==> config.mk <==
export PLATFORM = sky130hd
export DESIGN_NAME = bracket_match_scanner
export DESIGN_NICKNAME = d
export VERILOG_FILES = /design/src/hw/rtl/bms_pkg.sv /design/src/hw/rtl/bms_closer_stack.sv /design/src/hw/rtl/bms_scan_ctrl.sv /design/src/hw/rtl/bracket_match_scanner.sv
export SDC_FILE = /design/constraint.sdc
export NUM_CORES = 1
export LEC_CHECK = 0
export ABC_CLOCK_PERIOD_IN_PS = 16100
export BUFFER_PORTS_ARGS = -buffer_cell sky130_fd_sc_hd__buf_2
export CAP_MARGIN = 25
export CORE_UTILIZATION = 51
export DETAILED_ROUTE_END_ITERATION = 6
export PLACE_DENSITY = 0.74
export SLEW_MARGIN = 20
export SYNTH_ARGS = -nofsm -noshare
export SYNTH_HDL_FRONTEND = slang
export SYNTH_HIERARCHICAL = 1
export SYNTH_SLANG_ARGS = --single-unit
==> constraint.sdc <==
create_clock -name aclk -period 16.1 [get_ports aclk]
set_input_delay 3.22 -clock aclk [delete_from_list [all_inputs] [get_ports aclk]]
set_output_delay 3.22 -clock aclk [all_outputs]
set_load 0.02 [all_outputs]
==> src/hw/rtl/bms_pkg.sv <==
`default_nettype none

package bms_pkg;

    localparam int CODE_W  = 21;
    localparam int POS_W   = 16;
    localparam int STAT_W  = 3;
    localparam int COUNT_W = 7;

    typedef logic [CODE_W-1:0] code_t;
    typedef logic [1:0] kind_t;

    localparam kind_t KIND_PAREN   = 2'd0;
    localparam kind_t KIND_BRACKET = 2'd1;
    localparam kind_t KIND_BRACE   = 2'd2;
    localparam kind_t KIND_NONE    = 2'd3;

    localparam kind_t QUOTE_SINGLE = 2'd0;
    localparam kind_t QUOTE_DOUBLE = 2'd1;
    localparam kind_t QUOTE_BACK   = 2'd2;
    localparam kind_t QUOTE_NONE   = 2'd3;

    localparam code_t CH_NUL       = 21'd0;
    localparam code_t CH_DQUOTE    = 21'd34;
    localparam code_t CH_SQUOTE    = 21'd39;
    localparam code_t CH_LPAREN    = 21'd40;
    localparam code_t CH_RPAREN    = 21'd41;
    localparam code_t CH_LBRACKET  = 21'd91;
    localparam code_t CH_BACKSLASH = 21'd92;
    localparam code_t CH_RBRACKET  = 21'd93;
    localparam code_t CH_BACKTICK  = 21'd96;
    localparam code_t CH_LBRACE    = 21'd123;
    localparam code_t CH_RBRACE    = 21'd125;
    localparam code_t CH_COMMA     = 21'd44;

    typedef logic [STAT_W-1:0] status_t;

    localparam status_t ST_MATCHED      = 3'd0;
    localparam status_t ST_NOT_BRACKET  = 3'd1;
    localparam status_t ST_UNTERMINATED = 3'd2;
    localparam status_t ST_DEPTH_OVF    = 3'd3;
    localparam status_t ST_DELIM_OVF    = 3'd4;

    typedef struct packed {
        logic                push;
        logic                pop;
        kind_t               kind;
    } stack_op_t;

    typedef struct packed {
        logic [COUNT_W-1:0]  delimiter_count;
        logic [POS_W-1:0]    length;
        status_t             status;
        logic                done_res;
        logic                is_delimiter;
        logic [POS_W-1:0]    position;
        code_t               out_code;
    } res_t;

    function automatic kind_t open_kind(code_t c);
        kind_t k;
        k = KIND_NONE;
        if (c == CH_LPAREN) begin
            k = KIND_PAREN;
        end else if (c == CH_LBRACKET) begin
            k = KIND_BRACKET;
        end else if (c == CH_LBRACE) begin
            k = KIND_BRACE;
        end
        return k;
    endfunction

    function automatic code_t closer_char(kind_t k);
        code_t c;
        case (k)
            KIND_PAREN:   c = CH_RPAREN;
            KIND_BRACKET: c = CH_RBRACKET;
            default:      c = CH_RBRACE;
        endcase
        return c;
    endfunction

    function automatic kind_t quote_of(code_t c);
        kind_t k;
        k = QUOTE_NONE;
        if (c == CH_SQUOTE) begin
            k = QUOTE_SINGLE;
        end else if (c == CH_DQUOTE) begin
            k = QUOTE_DOUBLE;
        end else if (c == CH_BACKTICK) begin
            k = QUOTE_BACK;
        end
        return k;
    endfunction

    function automatic code_t quote_char(kind_t k);
        code_t c;
        case (k)
            QUOTE_SINGLE: c = CH_SQUOTE;
            QUOTE_DOUBLE: c = CH_DQUOTE;
            default:      c = CH_BACKTICK;
        endcase
        return c;
    endfunction

endpackage

`default_nettype wire

==> src/hw/rtl/bms_closer_stack.sv <==
`default_nettype none

module bms_closer_stack #(
    parameter int STACK_DEPTH = 16
) (
    input  wire              aclk,
    input  bms_pkg::stack_op_t op,
    output bms_pkg::kind_t   top_kind
);

    bms_pkg::kind_t entry_reg  [STACK_DEPTH];
    bms_pkg::kind_t entry_next [STACK_DEPTH];

    always_comb begin
        for (int i = 0; i < STACK_DEPTH; i++) begin
            entry_next[i] = entry_reg[i];
        end
        if (op.push) begin
            entry_next[0] = op.kind;
            for (int i = 1; i < STACK_DEPTH; i++) begin
                entry_next[i] = entry_reg[i-1];
            end
        end else if (op.pop) begin
            for (int i = 0; i < STACK_DEPTH - 1; i++) begin
                entry_next[i] = entry_reg[i+1];
            end
        end
    end

    always_ff @(posedge aclk) begin
        for (int i = 0; i < STACK_DEPTH; i++) begin
            entry_reg[i] <= entry_next[i];
        end
    end

    assign top_kind = entry_reg[0];

endmodule

`default_nettype wire

==> src/hw/rtl/bms_scan_ctrl.sv <==
`default_nettype none

module bms_scan_ctrl #(
    parameter int STACK_DEPTH = 16,
    parameter int MAX_DELIMS  = 64,
    parameter int POS_BITS    = 16
) (
    input  wire                  aclk,
    input  wire                  aresetn,
    input  wire                  step_en,
    input  bms_pkg::code_t       char_code,
    input  wire                  start_req,
    input  bms_pkg::code_t       delimiter_code,
    output logic                 emit,
    output bms_pkg::res_t        res
);

    localparam int TW = $clog2(STACK_DEPTH + 1);
    localparam int DW = $clog2(MAX_DELIMS + 1);

    localparam logic [TW-1:0]       TOP_FULL  = TW'(STACK_DEPTH);
    localparam logic [TW-1:0]       TOP_ONE   = TW'(1);
    localparam logic [DW-1:0]       DELIM_MAX = DW'(MAX_DELIMS);
    localparam logic [POS_BITS-1:0] POS_MAX   = '1;

    localparam logic [1:0] MODE_IDLE = 2'd0;
    localparam logic [1:0] MODE_SCAN = 2'd1;
    localparam logic [1:0] MODE_LIT  = 2'd2;
    localparam logic [1:0] MODE_ESC  = 2'd3;

    logic [1:0]          mode_reg,  mode_next;
    logic [TW-1:0]       top_reg,   top_next;
    bms_pkg::kind_t      quote_reg, quote_next;
    logic [POS_BITS-1:0] char_reg,  char_next;
    logic [DW-1:0]       delim_reg, delim_next;

    bms_pkg::stack_op_t  stack_op;
    bms_pkg::kind_t      top_kind;
    bms_pkg::kind_t      in_open;
    bms_pkg::kind_t      in_quote;

    logic                fin;
    bms_pkg::status_t    fin_status;
    logic                rec;
    logic                rec_isd;
    logic [TW-1:0]       new_top;
    logic                isd;
    logic [31:0]         char_wide;
    logic [31:0]         length_wide;
    logic [10:0]         delim_wide;

    bms_closer_stack #(
        .STACK_DEPTH (STACK_DEPTH)
    ) u_stack (
        .aclk     (aclk),
        .op       (stack_op),
        .top_kind (top_kind)
    );

    assign in_open  = bms_pkg::open_kind(char_code);
    assign in_quote = bms_pkg::quote_of(char_code);

    always_comb begin
        mode_next     = mode_reg;
        top_next      = top_reg;
        quote_next    = quote_reg;
        char_next     = char_reg;
        delim_next    = delim_reg;
        stack_op.push = 1'b0;
        stack_op.pop  = 1'b0;
        stack_op.kind = in_open;
        fin           = 1'b0;
        fin_status    = bms_pkg::ST_MATCHED;
        rec           = 1'b0;
        rec_isd       = 1'b0;
        new_top       = top_reg;
        isd           = 1'b0;
        emit          = 1'b0;
        res           = '0;
        char_wide     = 32'(char_reg);
        length_wide   = '0;
        delim_wide    = '0;

        if (step_en) begin
            if (start_req) begin
                char_next  = '0;
                delim_next = '0;
                quote_next = bms_pkg::QUOTE_SINGLE;
                top_next   = '0;
                if (in_open != bms_pkg::KIND_NONE) begin
                    stack_op.push = 1'b1;
                    top_next      = TOP_ONE;
                    mode_next     = MODE_SCAN;
                end else begin
                    fin        = 1'b1;
                    fin_status = bms_pkg::ST_NOT_BRACKET;
                end
            end else begin
                unique case (mode_reg)
                    MODE_SCAN: begin
                        if (char_code == bms_pkg::CH_NUL || top_reg == '0
                                || top_reg > TOP_FULL) begin
                            fin        = 1'b1;
                            fin_status = bms_pkg::ST_UNTERMINATED;
                        end else if (char_code == bms_pkg::closer_char(top_kind)) begin
                            new_top = top_reg - TOP_ONE;
                            if (new_top == '0) begin
                                fin        = 1'b1;
                                fin_status = bms_pkg::ST_MATCHED;
                            end else begin
                                stack_op.pop = 1'b1;
                            end
                        end else if (in_open != bms_pkg::KIND_NONE) begin
                            if (top_reg >= TOP_FULL) begin
                                fin        = 1'b1;
                                fin_status = bms_pkg::ST_DEPTH_OVF;
                            end else begin
                                stack_op.push = 1'b1;
                                new_top       = top_reg + TOP_ONE;
                            end
                        end
                        if (!fin) begin
                            isd = (new_top == TOP_ONE) && (char_code == delimiter_code);
                            if (isd && delim_reg >= DELIM_MAX) begin
                                fin           = 1'b1;
                                fin_status    = bms_pkg::ST_DELIM_OVF;
                                stack_op.push = 1'b0;
                                stack_op.pop  = 1'b0;
                            end else begin
                                if (isd) begin
                                    delim_next = delim_reg + DW'(1);
                                end
                                top_next = new_top;
                                if (in_quote != bms_pkg::QUOTE_NONE) begin
                                    quote_next = in_quote;
                                    mode_next  = MODE_LIT;
                                end
                                rec     = 1'b1;
                                rec_isd = isd;
                            end
                        end
                    end
                    MODE_LIT: begin
                        if (char_code == bms_pkg::CH_NUL) begin
                            fin        = 1'b1;
                            fin_status = bms_pkg::ST_UNTERMINATED;
                        end else begin
                            if (char_code == bms_pkg::quote_char(quote_reg)) begin
                                mode_next = MODE_SCAN;
                            end else if (char_code == bms_pkg::CH_BACKSLASH) begin
                                mode_next = MODE_ESC;
                            end
                            rec = 1'b1;
                        end
                    end
                    MODE_ESC: begin
                        if (char_code == bms_pkg::CH_NUL) begin
                            fin        = 1'b1;
                            fin_status = bms_pkg::ST_UNTERMINATED;
                        end else begin
                            mode_next = MODE_LIT;
                            rec       = 1'b1;
                        end
                    end
                    MODE_IDLE: begin
                    end
                endcase
            end
        end

        if (fin) begin
            mode_next           = MODE_IDLE;
            top_next            = '0;
            length_wide         = 32'(char_next);
            delim_wide          = 11'(delim_next);
            emit                = 1'b1;
            res.done_res        = 1'b1;
            res.status          = fin_status;
            res.length          = length_wide[bms_pkg::POS_W-1:0];
            res.delimiter_count = delim_wide[bms_pkg::COUNT_W-1:0];
        end

        if (rec) begin
            emit             = 1'b1;
            res.out_code     = char_code;
            res.position     = char_wide[bms_pkg::POS_W-1:0];
            res.is_delimiter = rec_isd;
            if (char_reg < POS_MAX) begin
                char_next = char_reg + POS_BITS'(1);
            end
        end
    end

    always_ff @(posedge aclk) begin
        if (!aresetn) begin
            mode_reg  <= MODE_IDLE;
            top_reg   <= '0;
            quote_reg <= bms_pkg::QUOTE_SINGLE;
            char_reg  <= '0;
            delim_reg <= '0;
        end else begin
            mode_reg  <= mode_next;
            top_reg   <= top_next;
            quote_reg <= quote_next;
            char_reg  <= char_next;
            delim_reg <= delim_next;
        end
    end

endmodule

`default_nettype wire

==> src/hw/rtl/bracket_match_scanner.sv <==
// Bracket match scanner.
// Input channel s_*: one character request per handshake. A request with
// s_tuser set opens a scan and must carry '(', '[' or '{'; otherwise a done
// result with status not_bracket comes back. Every enclosed character comes
// out on m_* with its position and a top-level delimiter flag; the matching
// closer, a zero code, or a stack or delimiter overflow ends the scan with
// one done result (m_tuser bit 1) carrying status, length and delimiter count.
// The delimiter is set through cfg_wen/cfg_wdata; the user must do so only
// while no scan is running, the block does not enforce it. A request goes from
// the input register through the scan logic to the result register. Throughput
// is one request per cycle unless the receiver stalls; the closer stack is a
// shift line whose top entry is always at hand, so no step waits on a memory
// read. Reset returns the scanner to idle and empties both pipeline registers;
// the delimiter returns to ','. When the receiver stalls, the result register
// holds and the input register fills, after which s_tready drops.
`default_nettype none

module bracket_match_scanner #(
    parameter int STACK_DEPTH = 16,
    parameter int MAX_DELIMS  = 64,
    parameter int POS_BITS    = 16
) (
    input  wire         aclk,
    input  wire         aresetn,

    input  wire  [20:0] cfg_wdata,
    input  wire         cfg_wen,

    input  wire         s_tvalid,
    output logic        s_tready,
    input  wire  [23:0] s_tdata,   // [20:0] char_code, [23:21] zero
    input  wire  [0:0]  s_tuser,   // [0] start_req

    output logic        m_tvalid,
    input  wire         m_tready,
    output logic [63:0] m_tdata,   // [20:0] out_code, [36:21] position,
                                   // [39:37] status, [55:40] length,
                                   // [62:56] delimiter_count, [63] zero
    output logic [1:0]  m_tuser    // [0] is_delimiter, [1] done_res
);

    bms_pkg::code_t delim_reg, delim_next;

    logic           in_valid_reg, in_valid_next;
    bms_pkg::code_t in_code_reg,  in_code_next;
    logic           in_start_reg, in_start_next;

    logic           out_valid_reg, out_valid_next;
    bms_pkg::res_t  out_res_reg,   out_res_next;

    logic           out_free;
    logic           advance;
    logic           s_fire;
    logic           emit;
    bms_pkg::res_t  step_res;

    assign out_free = !out_valid_reg || m_tready;
    assign advance  = in_valid_reg && out_free;
    assign s_tready = !in_valid_reg || advance;
    assign s_fire   = s_tvalid && s_tready;

    bms_scan_ctrl #(
        .STACK_DEPTH (STACK_DEPTH),
        .MAX_DELIMS  (MAX_DELIMS),
        .POS_BITS    (POS_BITS)
    ) u_ctrl (
        .aclk           (aclk),
        .aresetn        (aresetn),
        .step_en        (advance),
        .char_code      (in_code_reg),
        .start_req      (in_start_reg),
        .delimiter_code (delim_reg),
        .emit           (emit),
        .res            (step_res)
    );

    always_comb begin
        delim_next     = cfg_wen ? cfg_wdata : delim_reg;

        in_valid_next  = in_valid_reg;
        in_code_next   = in_code_reg;
        in_start_next  = in_start_reg;
        if (s_fire) begin
            in_valid_next = 1'b1;
            in_code_next  = s_tdata[20:0];
            in_start_next = s_tuser[0];
        end else if (advance) begin
            in_valid_next = 1'b0;
        end

        out_valid_next = out_valid_reg;
        out_res_next   = out_res_reg;
        if (out_free) begin
            out_valid_next = advance && emit;
            if (advance && emit) begin
                out_res_next = step_res;
            end
        end
    end

    always_ff @(posedge aclk) begin
        if (!aresetn) begin
            delim_reg     <= bms_pkg::CH_COMMA;
            in_valid_reg  <= 1'b0;
            out_valid_reg <= 1'b0;
        end else begin
            delim_reg     <= delim_next;
            in_valid_reg  <= in_valid_next;
            out_valid_reg <= out_valid_next;
        end
    end

    always_ff @(posedge aclk) begin
        in_code_reg  <= in_code_next;
        in_start_reg <= in_start_next;
        out_res_reg  <= out_res_next;
    end

    assign m_tvalid = out_valid_reg;
    assign m_tdata  = {1'b0,
                       out_res_reg.delimiter_count,
                       out_res_reg.length,
                       out_res_reg.status,
                       out_res_reg.position,
                       out_res_reg.out_code};
    assign m_tuser  = {out_res_reg.done_res, out_res_reg.is_delimiter};

endmodule

`default_nettype wire

==> impl_results.md <==
- Status: complete, no violations
- Area leader, netlist: edfxtp_1
- Net Count, Synth: 766
- Drt drc: 0
- Overall power: roughly 950 µW
- Cell Area, Synth: ~8300 µm²
- Num rows: between 40 and 50
- First-pass GRT wire length: ~28000 µm
- # clock sinks: approximately 170
- Max Slew Vio Count: 0
- CTS tree: built
- Flop pwr share: 0.518
- Arrival time worst endpoint: between 3 and 4 ns
- Die height: approximately 130 µm
- Pwr per Cell Area: 99.6 nW/µm²
- Post-CTS sizing: 0
- Max Cap Viol: 0
- Initial DRC Count: around 560
- Max stage delay on crit path: just under 0.3 ns
- Share of total power in the clock network: 0.442
- Overall die width: 129 µm
- Cells after Synth: a little over 700
- Number of warnings issued by yosys: 6
- Most used cell, CP: buf_2
- Tmin final: about 7.1 ns
- Setup violations, final: 0
- Nets: between 800 and 900
- CP Launch Type: primary input
- Most common cell after layout, fill and taps aside: edfxtp_1
- Asr flop ratio synth: 0
- CTS Buf Count: 17
- Setup Buffers After CTS: 0
- Root buf cell: clkbuf_16
- Largest net degree at the start of global routing: 66
- GRT Residual Overflow: 0
- Synth Flop Type: edfxtp_1
- IO Port Bufs: about 110
- Sw frac: 0.206
- Setup CP Type: primary input to output port
- Max reg flops: 63
- GRT Util Overall: 0.219
- Worst-path maximum fanout: 3
- Synth area leaders: edfxtp_1 43%, dfxtp_1 13%, mux2_2 4.4%
- Min-Delay Path Class: register to register
- Register area share after synthesis: 0.566
- Ant diodes: 0
- Drt total wl: about 17000 µm
- CP Buf/Inv Count: 2
- Final Wtd Congestion: 0.861
- Vias in the first global route: around 5700
- H-tree depth: 4
- Setup TNS after final layout: 0 ns
- Die ar.: roughly 17000 µm²
- RSZ-0062 raised after global routing: no
- Combinational power share: 0.040
- Area delta synth->final: 15.3%
- TritonRoute pass-1 iters: 5
- Worst path slowest cell: nor2b_1
- DR WL/cell: between 15 and 20 µm
- Commonest non-fill, non-tap cells in the layout: 119 x edfxtp_1, 114 x buf_2, 55 x dfxtp_1
- Core area: 15800 µm²
- Critical path data required time: 12.88 ns
- Worst setup EP type: output port
- Syn avg cell area: between 10 and 15 µm²
- Top cell type's share of synthesized area: 0.433
- Multi-input combinational cell area: roughly 3300 µm²
- Fmax: 0.141 GHz
- Maximum VDD drop: ~73 µV
- Max Clock Skew: about 0.008 ns
- Fin. Hold Viols: 0
- Worst-Skew Late Latency: 0.42 ns
- Routed Antenna Nets: 0
- DP HPWL: between 10000 and 15000 µm
- Number of synthesized flops with an enable pin: approximately 120
- Ratio of cells with drive above 1 in the final layout: 0.241
- Hold_buf cts: 0
- Int Pwr: approximately 750 µW
- Synth cell types: 77
- I/O pins: 119
- DR vias: approximately 6000
- Antenna violations before repair: 0
- P_leak: 0.00343 µW
- Clk buf depth: 2
- Max-slew headroom: 0.358
- Total area of sequential cells: approximately 4700 µm²
- Avg Vias per Cell: 5.68
- Switching Power: approximately 200 µW
- Crit path cell chain: buf_2 > nor2b_1 > nand2_1 > buf_2
- Period utilisation layout: 0.441
- Flops & latches, synth: roughly 170
- Fillers: about 1300
- Starting Density: 0.522
- Actual slew at the worst max-slew pin: roughly 0.96 ns
- Fin Hold WS: 0.467 ns
- CP delay by family, top: simple AND/OR/NAND/NOR gates
- Worst-path clk slew: 0.06 ns
[power groups by stage]
stage          Clock (µW)  Sequential (µW)  Combinational [µW]
2_1_floorplan           0              497                27.1
5_1_grt               444              491                41.7
6_report              419              491                38.1
3_3_place_gp            0              500                37.1
3_5_place_dp            0              500                38.1
4_1_cts               425              491                38.2
[final timing paths]
path,startpoint,end,slack (ns),cells after the start
min reg2reg,u_ctrl/u_stack/entry_reg[1][13],u_ctrl/u_stack/entry_reg[1][15],0.47,0
max,m_tready,s_tready,9.00,4
max reg2reg,in_code_reg[14],m_tdata[58],10.84,13
min,u_ctrl/u_stack/entry_reg[1][13],u_ctrl/u_stack/entry_reg[1][15],0.47,0
[metrics by stage]
step,setup WS (ns),utilization,instance area [µm²],instances
2_1_floorplan,8.17,-,8250,706
3_3_place_gp,8.98,0.562,8900,998
3_5_place_dp,8.99,0.562,8900,998
4_1_cts,8.99,0.601,9520,1030
5_1_grt,8.96,0.601,9520,1030
6_report,9.00,0.601,9520,1030
[cell usage after synthesis (13+ instances only)]
cell	number
inv_1	16
nor2b_1	22
nand4_1	15
mux2_2	32
nor4_1	14
nand2_1	32
dfxtp_1	55
nand3_1	28
o21ai_0	13
clkbuf_1	23
edfxtp_1	119
xnor2_1	24
and3_1	17
mux2i_1	22
nor2_1	44
and2_1	54
a21oi_1	25
[worst reg2reg max path, delay by kind of cell (launching register included)]
kind | cells | cell delay [ns]
and+or+nand+nor | 8 | 2.53
buffers and inverters | 2 | 0.86
DFF | 1 | 0.43
AOI/OAI and AO/OA | 3 | 1.05
[per-layer routing]
layer,up-vias,global-route usage,routed length (µm)
met4,0,0.0872,322
li1,2787,-,-
met2,215,0.366,8470
met3,20,0.0429,895
met1,2825,0.280,7650
met5,-,0,0
[area by class of cell]
class / count / share of cell area
Tap cell: 216 / 0.0284
Inverter: 16 / 0.00631
Multi-Input combinational cell: 473 / 0.345
Timing Repair Buffer: 119 / 0.0639
Sequential cell: 174 / 0.491
Clock buffer: 26 / 0.0577
Clock inverter: 6 / 0.00710
[cell families (layout without fill, tap and decap cells)]
family / count (synthesis) / count (layout) / synth area share
xor+xnor: 30 / 30 / 0.0318
simple gates: 279 / 279 / 0.190
fa+ha+maj: 9 / 9 / 0.0136
mux: 54 / 54 / 0.0703
flops: 174 / 174 / 0.566
other cells: 1 / 1 / 0.000454
compound gates: 100 / 100 / 0.0887
buf+inv: 59 / 167 / 0.0391
(Power assumes the default switching activity.)
